==> config.mk <==
export PLATFORM = sky130hd
export DESIGN_NAME = stream_find_and_replace
export DESIGN_NICKNAME = d
export VERILOG_FILES = /design/src/design/sfr_pkg.sv /design/src/design/sfr_ctrl.sv /design/src/design/sfr_dp.sv /design/src/design/stream_find_and_replace.sv
export SDC_FILE = /design/constraint.sdc
export NUM_CORES = 1
export LEC_CHECK = 0
export ABC_CLOCK_PERIOD_IN_PS = 5700
export BUFFER_PORTS_ARGS = -buffer_cell sky130_fd_sc_hd__clkbuf_2
export CAP_MARGIN = 20
export CORE_MARGIN = 2
export CORE_UTILIZATION = 54
export CTS_CLUSTER_DIAMETER = 40
export DETAILED_ROUTE_END_ITERATION = 16
export PLACE_DENSITY = 0.73
export SYNTH_ARGS = -nofsm -noshare
export SYNTH_HDL_FRONTEND = slang
export SYNTH_HIERARCHICAL = 1
export SYNTH_SLANG_ARGS = --single-unit
==> constraint.sdc <==
create_clock -name clk -period 5.7 [get_ports clk]
set_input_delay 0.285 -clock clk [delete_from_list [all_inputs] [get_ports clk]]
set_output_delay 0.285 -clock clk [all_outputs]
set_load 0.03 [all_outputs]
==> src/design/sfr_pkg.sv <==
// shared types and constants of the stream find-and-replace block
package sfr_pkg;

    localparam int PATTERN_MAX_DEFAULT     = 8;
    localparam int REPLACEMENT_MAX_DEFAULT = 8;

    localparam int CFG_INDEX_W = 4;
    localparam int CFG_DATA_W  = 64;

    localparam logic [CFG_INDEX_W-1:0] REG_PATTERN_BYTES      = 4'd0;
    localparam logic [CFG_INDEX_W-1:0] REG_PATTERN_LENGTH     = 4'd1;
    localparam logic [CFG_INDEX_W-1:0] REG_REPLACEMENT_BYTES  = 4'd2;
    localparam logic [CFG_INDEX_W-1:0] REG_REPLACEMENT_LENGTH = 4'd3;

    localparam logic [7:0] NEWLINE_CHAR = 8'd10;

    // source of the next result byte
    typedef enum logic [1:0] {
        SEL_FRONT,
        SEL_TAIL,
        SEL_REPL
    } emit_sel_t;

    typedef struct packed {
        logic      load_in;
        logic      append;
        logic      emit;
        logic      last;
        emit_sel_t sel;
        logic      shift;
        logic      clear_count;
        logic      idx_clr;
        logic      idx_inc;
    } dp_cmd_t;

    typedef struct packed {
        logic count_zero;
        logic count_ge_plen;
        logic full_match;
        logic prefix_now;
        logic scan_last;
        logic repl_last;
        logic rlen_zero;
        logic out_free;
    } dp_status_t;

endpackage

==> src/design/sfr_ctrl.sv <==
// controller state machine of the stream find-and-replace block
module sfr_ctrl
(
    input  logic                clk,
    input  logic                rst_n,
    input  logic                in_valid,
    input  logic                in_kind,
    output logic                in_stall,
    input  sfr_pkg::dp_status_t status,
    output sfr_pkg::dp_cmd_t    cmd
);
    import sfr_pkg::*;

    localparam logic [1:0] ST_IDLE  = 2'd0;
    localparam logic [1:0] ST_FLUSH = 2'd1;
    localparam logic [1:0] ST_SCAN  = 2'd2;
    localparam logic [1:0] ST_REPL  = 2'd3;

    logic [1:0] state_reg;
    logic [1:0] state_next;

    assign in_stall = (state_reg != ST_IDLE);

    always_comb
    begin
        state_next      = state_reg;
        cmd.load_in     = 1'b0;
        cmd.append      = 1'b0;
        cmd.emit        = 1'b0;
        cmd.last        = 1'b0;
        cmd.sel         = SEL_FRONT;
        cmd.shift       = 1'b0;
        cmd.clear_count = 1'b0;
        cmd.idx_clr     = 1'b0;
        cmd.idx_inc     = 1'b0;
        unique case (state_reg)
            ST_IDLE:
            begin
                if (in_valid)
                begin
                    cmd.load_in = 1'b1;
                    // a text byte joins the held bytes unless they already fill the pattern
                    if (!in_kind && !status.count_ge_plen)
                    begin
                        cmd.append = 1'b1;
                        state_next = ST_SCAN;
                    end
                    else
                    begin
                        state_next = ST_FLUSH;
                    end
                end
            end
            ST_FLUSH:
            begin
                if (status.out_free)
                begin
                    cmd.emit = 1'b1;
                    if (status.count_zero)
                    begin
                        cmd.sel    = SEL_TAIL;
                        cmd.last   = 1'b1;
                        state_next = ST_IDLE;
                    end
                    else
                    begin
                        cmd.sel   = SEL_FRONT;
                        cmd.shift = 1'b1;
                    end
                end
            end
            ST_SCAN:
            begin
                if (status.full_match)
                begin
                    cmd.clear_count = 1'b1;
                    cmd.idx_clr     = 1'b1;
                    state_next      = status.rlen_zero ? ST_IDLE : ST_REPL;
                end
                else if (status.count_zero || status.prefix_now)
                begin
                    state_next = ST_IDLE;
                end
                else if (status.out_free)
                begin
                    cmd.emit  = 1'b1;
                    cmd.sel   = SEL_FRONT;
                    cmd.shift = 1'b1;
                    cmd.last  = status.scan_last;
                    if (status.scan_last)
                    begin
                        state_next = ST_IDLE;
                    end
                end
            end
            ST_REPL:
            begin
                if (status.out_free)
                begin
                    cmd.emit    = 1'b1;
                    cmd.sel     = SEL_REPL;
                    cmd.idx_inc = 1'b1;
                    cmd.last    = status.repl_last;
                    if (status.repl_last)
                    begin
                        state_next = ST_IDLE;
                    end
                end
            end
            default:
            begin
                state_next = ST_IDLE;
            end
        endcase
    end

    always_ff @(posedge clk or negedge rst_n)
    begin
        if (!rst_n)
        begin
            state_reg <= ST_IDLE;
        end
        else
        begin
            state_reg <= state_next;
        end
    end

endmodule

==> src/design/sfr_dp.sv <==
// datapath: configuration registers, pending buffer, pattern compare and output register
module sfr_dp
#(
    parameter int PATTERN_MAX     = sfr_pkg::PATTERN_MAX_DEFAULT,
    parameter int REPLACEMENT_MAX = sfr_pkg::REPLACEMENT_MAX_DEFAULT
)
(
    input  logic                             clk,
    input  logic                             rst_n,
    input  logic                             cfg_we,
    input  logic [sfr_pkg::CFG_INDEX_W-1:0]  cfg_index,
    input  logic [sfr_pkg::CFG_DATA_W-1:0]   cfg_data,
    input  logic                             in_kind,
    input  logic [7:0]                       in_byte,
    input  sfr_pkg::dp_cmd_t                 cmd,
    output sfr_pkg::dp_status_t              status,
    input  logic                             out_stall,
    output logic                             out_valid,
    output logic [7:0]                       out_byte,
    output logic                             out_last
);
    import sfr_pkg::*;

    localparam int CNT_W = $clog2(PATTERN_MAX + 1);
    localparam int IDX_W = $clog2(REPLACEMENT_MAX + 1);

    function automatic logic [7:0] byte_of(input logic [63:0] word, input int i);
        byte_of = 8'(word >> (8 * i));
    endfunction

    logic [63:0]      pattern_reg;
    logic [3:0]       pattern_len_reg;
    logic [63:0]      repl_reg;
    logic [3:0]       repl_len_reg;
    logic [7:0]       buf_reg [PATTERN_MAX];
    logic [CNT_W-1:0] count_reg;
    logic [CNT_W-1:0] count_next;
    logic [IDX_W-1:0] repl_idx_reg;
    logic [IDX_W-1:0] repl_idx_next;
    logic [7:0]       tail_reg;
    logic             out_valid_reg;
    logic             out_valid_next;
    logic [7:0]       out_byte_reg;
    logic             out_last_reg;

    logic [CNT_W-1:0] plen_eff;
    logic [IDX_W-1:0] rlen_eff;
    logic             prefix_now;
    logic             prefix_next;
    logic [7:0]       emit_byte;

    // effective lengths after clamping
    always_comb
    begin
        if (pattern_len_reg == 4'd0)
        begin
            plen_eff = CNT_W'(1);
        end
        else if (int'(pattern_len_reg) > PATTERN_MAX)
        begin
            plen_eff = CNT_W'(PATTERN_MAX);
        end
        else
        begin
            plen_eff = CNT_W'(pattern_len_reg);
        end
        if (int'(repl_len_reg) > REPLACEMENT_MAX)
        begin
            rlen_eff = IDX_W'(REPLACEMENT_MAX);
        end
        else
        begin
            rlen_eff = IDX_W'(repl_len_reg);
        end
    end

    // held bytes against the pattern, as they stand and after dropping the front byte
    always_comb
    begin
        prefix_now  = 1'b1;
        prefix_next = 1'b1;
        for (int i = 0; i < PATTERN_MAX; i++)
        begin
            if (i < int'(count_reg) && buf_reg[i] != byte_of(pattern_reg, i))
            begin
                prefix_now = 1'b0;
            end
        end
        for (int i = 0; i < PATTERN_MAX - 1; i++)
        begin
            if (i + 1 < int'(count_reg) && buf_reg[i + 1] != byte_of(pattern_reg, i))
            begin
                prefix_next = 1'b0;
            end
        end
    end

    assign status.count_zero    = (count_reg == '0);
    assign status.count_ge_plen = (count_reg >= plen_eff);
    assign status.full_match    = (count_reg == plen_eff) && prefix_now;
    assign status.prefix_now    = prefix_now;
    assign status.scan_last     = (count_reg == CNT_W'(1)) || prefix_next;
    assign status.repl_last     = (int'(repl_idx_reg) + 1 == int'(rlen_eff));
    assign status.rlen_zero     = (rlen_eff == '0);
    assign status.out_free      = !out_valid_reg || !out_stall;

    always_comb
    begin
        unique case (cmd.sel)
            SEL_FRONT: emit_byte = buf_reg[0];
            SEL_TAIL:  emit_byte = tail_reg;
            SEL_REPL:  emit_byte = byte_of(repl_reg, int'(repl_idx_reg));
            default:   emit_byte = tail_reg;
        endcase
    end

    always_comb
    begin
        priority if (cmd.clear_count)
        begin
            count_next = '0;
        end
        else if (cmd.append)
        begin
            count_next = count_reg + CNT_W'(1);
        end
        else if (cmd.shift)
        begin
            count_next = count_reg - CNT_W'(1);
        end
        else
        begin
            count_next = count_reg;
        end

        priority if (cmd.idx_clr)
        begin
            repl_idx_next = '0;
        end
        else if (cmd.idx_inc)
        begin
            repl_idx_next = repl_idx_reg + IDX_W'(1);
        end
        else
        begin
            repl_idx_next = repl_idx_reg;
        end

        priority if (cmd.emit)
        begin
            out_valid_next = 1'b1;
        end
        else if (!out_stall)
        begin
            out_valid_next = 1'b0;
        end
        else
        begin
            out_valid_next = out_valid_reg;
        end
    end

    always_ff @(posedge clk or negedge rst_n)
    begin
        if (!rst_n)
        begin
            pattern_reg     <= '0;
            pattern_len_reg <= 4'd1;
            repl_reg        <= '0;
            repl_len_reg    <= '0;
            count_reg       <= '0;
            repl_idx_reg    <= '0;
            out_valid_reg   <= 1'b0;
        end
        else
        begin
            if (cfg_we)
            begin
                unique case (cfg_index)
                    REG_PATTERN_BYTES:      pattern_reg     <= cfg_data;
                    REG_PATTERN_LENGTH:     pattern_len_reg <= cfg_data[3:0];
                    REG_REPLACEMENT_BYTES:  repl_reg        <= cfg_data;
                    REG_REPLACEMENT_LENGTH: repl_len_reg    <= cfg_data[3:0];
                    default:                ;
                endcase
            end
            count_reg     <= count_next;
            repl_idx_reg  <= repl_idx_next;
            out_valid_reg <= out_valid_next;
        end
    end

    // payload registers
    always_ff @(posedge clk)
    begin
        if (cmd.load_in)
        begin
            tail_reg <= in_kind ? NEWLINE_CHAR : in_byte;
        end
        if (cmd.append)
        begin
            for (int i = 0; i < PATTERN_MAX; i++)
            begin
                if (int'(count_reg) == i)
                begin
                    buf_reg[i] <= in_byte;
                end
            end
        end
        else if (cmd.shift)
        begin
            for (int i = 0; i < PATTERN_MAX - 1; i++)
            begin
                buf_reg[i] <= buf_reg[i + 1];
            end
        end
        if (cmd.emit)
        begin
            out_byte_reg <= emit_byte;
            out_last_reg <= cmd.last;
        end
    end

    assign out_valid = out_valid_reg;
    assign out_byte  = out_byte_reg;
    assign out_last  = out_last_reg;

endmodule

==> src/design/stream_find_and_replace.sv <==
// top level of the stream find-and-replace block
//
// Input channel (in_valid / in_stall, kind, text_byte): one text byte or an
// end-of-line mark per item. Output channel (out_valid / out_stall, out_byte,
// last): result bytes, last set on the final byte caused by one input item.
// Configuration channel (cfg_valid / cfg_ready, cfg_index, cfg_data) sets the
// pattern, its length, the replacement and its length; write only while idle.
//
// One item at a time: the item is accepted, then its result bytes are loaded. A
// text byte that joins the held bytes and then completes a match or releases
// nothing passes through the scan state without loading a result byte. An item
// gives at most PATTERN_MAX result bytes after a flush or REPLACEMENT_MAX after a
// match; the single output register loads one byte a cycle unless the receiver
// stalls. The first result byte is loaded from the flush or scan state entered
// on the accept, or from the replacement state after a match.
// The next item is taken as soon as the last byte sits in the output register.
//
// A stalled receiver holds the output register and the controller waits.
// Reset empties the held bytes and loads the register reset values; no
// clearing pass is needed.
module stream_find_and_replace
#(
    parameter int PATTERN_MAX     = sfr_pkg::PATTERN_MAX_DEFAULT,
    parameter int REPLACEMENT_MAX = sfr_pkg::REPLACEMENT_MAX_DEFAULT
)
(
    input  logic                            clk,
    input  logic                            rst_n,
    input  logic                            in_valid,
    output logic                            in_stall,
    input  logic                            kind,
    input  logic [7:0]                      text_byte,
    output logic                            out_valid,
    input  logic                            out_stall,
    output logic [7:0]                      out_byte,
    output logic                            last,
    input  logic                            cfg_valid,
    output logic                            cfg_ready,
    input  logic [sfr_pkg::CFG_INDEX_W-1:0] cfg_index,
    input  logic [sfr_pkg::CFG_DATA_W-1:0]  cfg_data
);
    import sfr_pkg::*;

    dp_cmd_t    cmd;
    dp_status_t status;

    assign cfg_ready = 1'b1;

    sfr_ctrl u_ctrl
    (
        .clk      (clk),
        .rst_n    (rst_n),
        .in_valid (in_valid),
        .in_kind  (kind),
        .in_stall (in_stall),
        .status   (status),
        .cmd      (cmd)
    );

    sfr_dp
    #(
        .PATTERN_MAX     (PATTERN_MAX),
        .REPLACEMENT_MAX (REPLACEMENT_MAX)
    )
    u_dp
    (
        .clk       (clk),
        .rst_n     (rst_n),
        .cfg_we    (cfg_valid && cfg_ready),
        .cfg_index (cfg_index),
        .cfg_data  (cfg_data),
        .in_kind   (kind),
        .in_byte   (text_byte),
        .cmd       (cmd),
        .status    (status),
        .out_stall (out_stall),
        .out_valid (out_valid),
        .out_byte  (out_byte),
        .out_last  (last)
    );

    // an accepted item makes the block busy in the next cycle
    a_busy_after_accept: assert property (@(posedge clk) disable iff (!rst_n)
        in_valid && !in_stall |=> in_stall)
        else $error("input taken twice in a row");

    // a result byte never overwrites one the receiver has not taken
    a_no_overwrite: assert property (@(posedge clk) disable iff (!rst_n)
        cmd.emit |-> !(out_valid && out_stall))
        else $error("output register overwritten under stall");

    // after the final byte of an item the block is ready again
    a_ready_after_last: assert property (@(posedge clk) disable iff (!rst_n)
        cmd.emit && cmd.last |=> !in_stall)
        else $error("block not ready after final result byte");

endmodule

==> summary.md <==
| Metric | Value |
|---|---|
| Status | complete, no violations |
| R2R Setup Slk | around 840 ps |
| Top Ports | 94 |
| Worst-path maximum fanout | 49 |
| Fraction of layout cells with a size suffix above 1 | between 10% and 20% |
| R2R cell count | 19 |
| Power Dens Cells | about 500 nW/µm² |
| Routed Wire Length | 29000 µm |
| Clock latency at the later pin of the worst-skew pair | 550 ps |
| Worst setup path endpoint | u_dp/buf_reg[1][6] |
| Post-route cell area | between 10000 and 15000 µm² |
| CORE AREA | 20800 µm² |
| Seq cells post-synth | about 230 |
| CP most frequent cell | buf_4 |
| RSZ-0062 raised after global routing | false |
| Cells after synthesis | 889 |
| RD Place Congestion | just under 0.9 |
| Die footprint | about 22000 µm² |
| Synth Area in Compound Gates | slightly below 6% |
| All-layer global routing usage | a little over a quarter |
| CP Launch Type | flip-flop |
| Mapped Nets | a little under 1000 |
| Number of distinct library cells after synthesis | 48 |
| CP endpoint kind | flip-flop |
| Post-Synth Simple-Gate Area | 8.73% |
| Worst path arrival time | about 5000 ps |
| Port Buf Inserts | 92 |
| Ant. Diodes | 0 |
| Initial DRC Count | a little over 600 |
| Initial Util | roughly 55% |
| Relative slew slack | 23.4% |
| Max Root-Sink Buffers | 3 |
| First-pass GRT wire length | around 45000 µm |
| LEAKAGE | 0.00595 µW |
| Clock Sink Count | around 230 |
| Crit path launch | u_dp/count_reg[0] |
| Area grow syn2layout | 19.6% |
| Worst r2r src | u_dp/count_reg[0] |
| Main synth FF type | dfrtp_1 |
| Worst path required time | ~6000 ps |
| Detailed Place HPWL | approximately 21000 µm |
| Post-layout min period | roughly 4900 ps |
| Max_cap viols | 0 |
| DRT antenna net count | 0 |
| Peak VDD IR | 264 µV |
| TNS Setup | 0 ps |
| Number of flops mapped to enable cells by yosys | 81 |
| Gr ovfl total | 0 |
| Max-slew violation count | 0 |
| Critical path's largest stage delay | between 600 and 700 ps |
| Largest family of logic cells by synthesized area | multiplexers |
| XOR/XNOR share of the synthesized area | between 10% and 20% |
| Crit Path Class | flip-flop to flip-flop |
| Clock Tree Root | clkbuf_16 |
| Worst path cell trace | inv_1, ha_1, inv_1, nor3_1, buf_4, a21oi_1, nor4_1, and4b_1, nor2b_1, nor4b_1, nand2_1, o21ai_0, and2_1, nand2b_1, buf_4, nand2_1, or3_1, buf_4, o21ai_1 |
| H-tree depth | 1 |
| Count of final setup violators | 0 |
| Chip height | 149 µm |
| Post-Syn Area per Cell | 12.8 µm² |
| Initial antenna violation count | 2 |
| Hold crit path type | input pin to flip-flop |
| Placed cell area | between 10000 and 15000 µm² |
| DRC Markers | 0 |
| Synth async-reset ratio | between 60% and 70% |
| Mux cell area share after synthesis | approximately 18% |
| Largest net degree at the start of global routing | 76 |
| Drt first pass iters | 5 |
| Synthesis Warnings | 6 |
| Max Clock Skew | between 15 and 20 ps |
| Reg2reg end | u_dp/buf_reg[1][6] |
| Slowest-stage cell, CP | o21ai_1 |
| Synth Area in Adders | roughly 1.5% |
| CTS clk-pin slew, worst paths | approximately 60 ps |
| CTS resizes | 0 |
| Number of placement rows | between 50 and 60 |
| FMAX | ~200 MHz |
| Die width | roughly 150 µm |
| Vias per inst | about 5.7 |
| Synthesized cell area | 11400 µm² |
| Vias after detailed routing | between 7000 and 8000 |
| Least-Margin Pin Slew | approximately 1100 ps |
| Final hold vios | 0 |
| Period utilization | a little under nine tenths |
| Sequential share of the synthesized area | a little over half |
| CTS tree | done |
| CTS Buf Count | 31 |
| Vias in the first global route | around 8000 |
| Drt wl/cell | ~22 µm |
| Nets@finish | between 1000 and 1500 |
==> synthesized netlist by cell type, drive strengths merged, types with 2 or more instances <==
master	n	area, µm²
xnor2	22	193
nor3	5	35.0
edfxtp	81	2430
buf	28	173
a21o	41	308
nand2	74	280
nor2	22	82.6
ha	14	175
o21a	2	15.0
or2	2	12.5
mux4	16	360
o21ai	17	85.1
and2	21	133
clkbuf	10	37.5
nand4	7	43.8
nor3b	2	15.0
mux2i	5	50.1
nor4	30	188
xor2	108	946
nor2b	18	113
a21oi	43	215
nand2b	3	18.8
nand3	5	25.0
inv	9	33.8
mux2	144	1620
dfrtp	146	3650
==> through the flow <==
| stage | setup WS, ps | power (µW) | utilization, % | hold WS, ps | std cells |
|---|---|---|---|---|---|
| 3_5_place_dp | 893 | 4900 | 57.9 | 353 | 1226 |
| 2_1_floorplan | 1480 | 4220 | - | -10.6 | 889 |
| 6_report | 837 | 6860 | 65.3 | 6.10 | 1334 |
| 4_1_cts | 901 | 6860 | 65.3 | 0.0552 | 1333 |
| 5_1_grt | 342 | 7210 | 65.3 | 1.72 | 1334 |
| 3_3_place_gp | 1090 | 4850 | 57.9 | 348 | 1226 |
==> worst min path at each step <==
| stage | from | to | slack [ps] | cells after the start |
|---|---|---|---|---|
| finish | cfg_data[36] | u_dp/repl_reg[36] | 6 | 2 |
| global route | cfg_data[36] | u_dp/repl_reg[36] | 2 | 2 |
| CTS | cfg_data[53] | u_dp/pattern_reg[53] | 0.06 | 2 |
| detailed placement | rst_n | u_dp/out_valid | 350 | 1 |
| global placement | rst_n | u_dp/out_valid | 350 | 1 |
| floorplan | rst_n | u_ctrl/state_reg[0] | -10 | 0 |
==> power by group <==
| part | leakage, µW | total, µW | internal (µW) | switching [µW] |
|---|---|---|---|---|
| registers | 0.00256 | 2910 | 2320 | 594 |
| clock network | 0.000502 | 1920 | 1150 | 766 |
| logic | 0.00289 | 2030 | 936 | 1090 |
| total | 0.00595 | 6860 | 4400 | 2450 |
==> cell type report <==
class                   count  area [µm²]
flip-flops and latches    228        6110
clock buffers              35         822
fillers                  1553        7220
multi-input cells         614        5030
inverters                   9        33.8
well taps                 275         344
repair buffers            151        1040
clock inverters            22         220
==> worst max-delay path, delay by kind of cell (launching register included) <==
kind / cells / cell delay [ps]
buffers and inverters: 5 / 910
AO/OA/AOI/OAI: 3 / 840
AND/OR/NAND/NOR: 10 / 2070
adder cells (fa/ha/maj): 1 / 240
flip-flops: 1 / 420
==> cell usage in the layout (no fill, tap or decap), drive strengths merged, types with 2 or more instances in the layout <==
cell / Yosys / final
a21o: 41 / 41
nor2b: 18 / 18
o21a: 2 / 2
nand4: 7 / 7
dlygate4sd3: 0 / 51
clkinv: 0 / 6
inv: 9 / 18
o21ai: 17 / 17
buf: 28 / 9
nor3: 5 / 5
clkinvlp: 0 / 5
xnor2: 22 / 22
dfrtp: 146 / 146
nand2b: 3 / 3
bufinv: 0 / 2
nand3: 5 / 5
xor2: 108 / 108
mux2: 144 / 144
mux2i: 5 / 5
and2: 21 / 21
nand2: 74 / 74
a21oi: 43 / 43
nor4: 30 / 30
edfxtp: 81 / 81
nor2: 22 / 22
clkbuf: 10 / 126
mux4: 16 / 16
or2: 2 / 2
ha: 14 / 14
nor3b: 2 / 2
==> repair_timing <==
| action | CTS | global route |
|---|---|---|
| setup endpoints to repair | 0 | 0 |
| hold buffers | 50 | 1 |
| endpoints found under the hold margin | 167 | 1 |
| buffers inserted | 0 | 0 |
==> routing by layer <==
metal	vias to the layer above	global-route usage, %	routed length (µm)
met5	-	0	0
met3	65	5.87	2040
met2	270	42.2	13600
li1	3474	-	-
met4	0	9.38	969
met1	3825	37.3	12400
==> logic make-up after synthesis <==
kind of cell	count (synthesis)
simple gates	195
fa+ha+maj	14
mux	165
other cells	1
buf+inv	47
compound gates	109
xor+xnor	130
flops	228
Note: power is estimated with default switching activity, not from simulation.
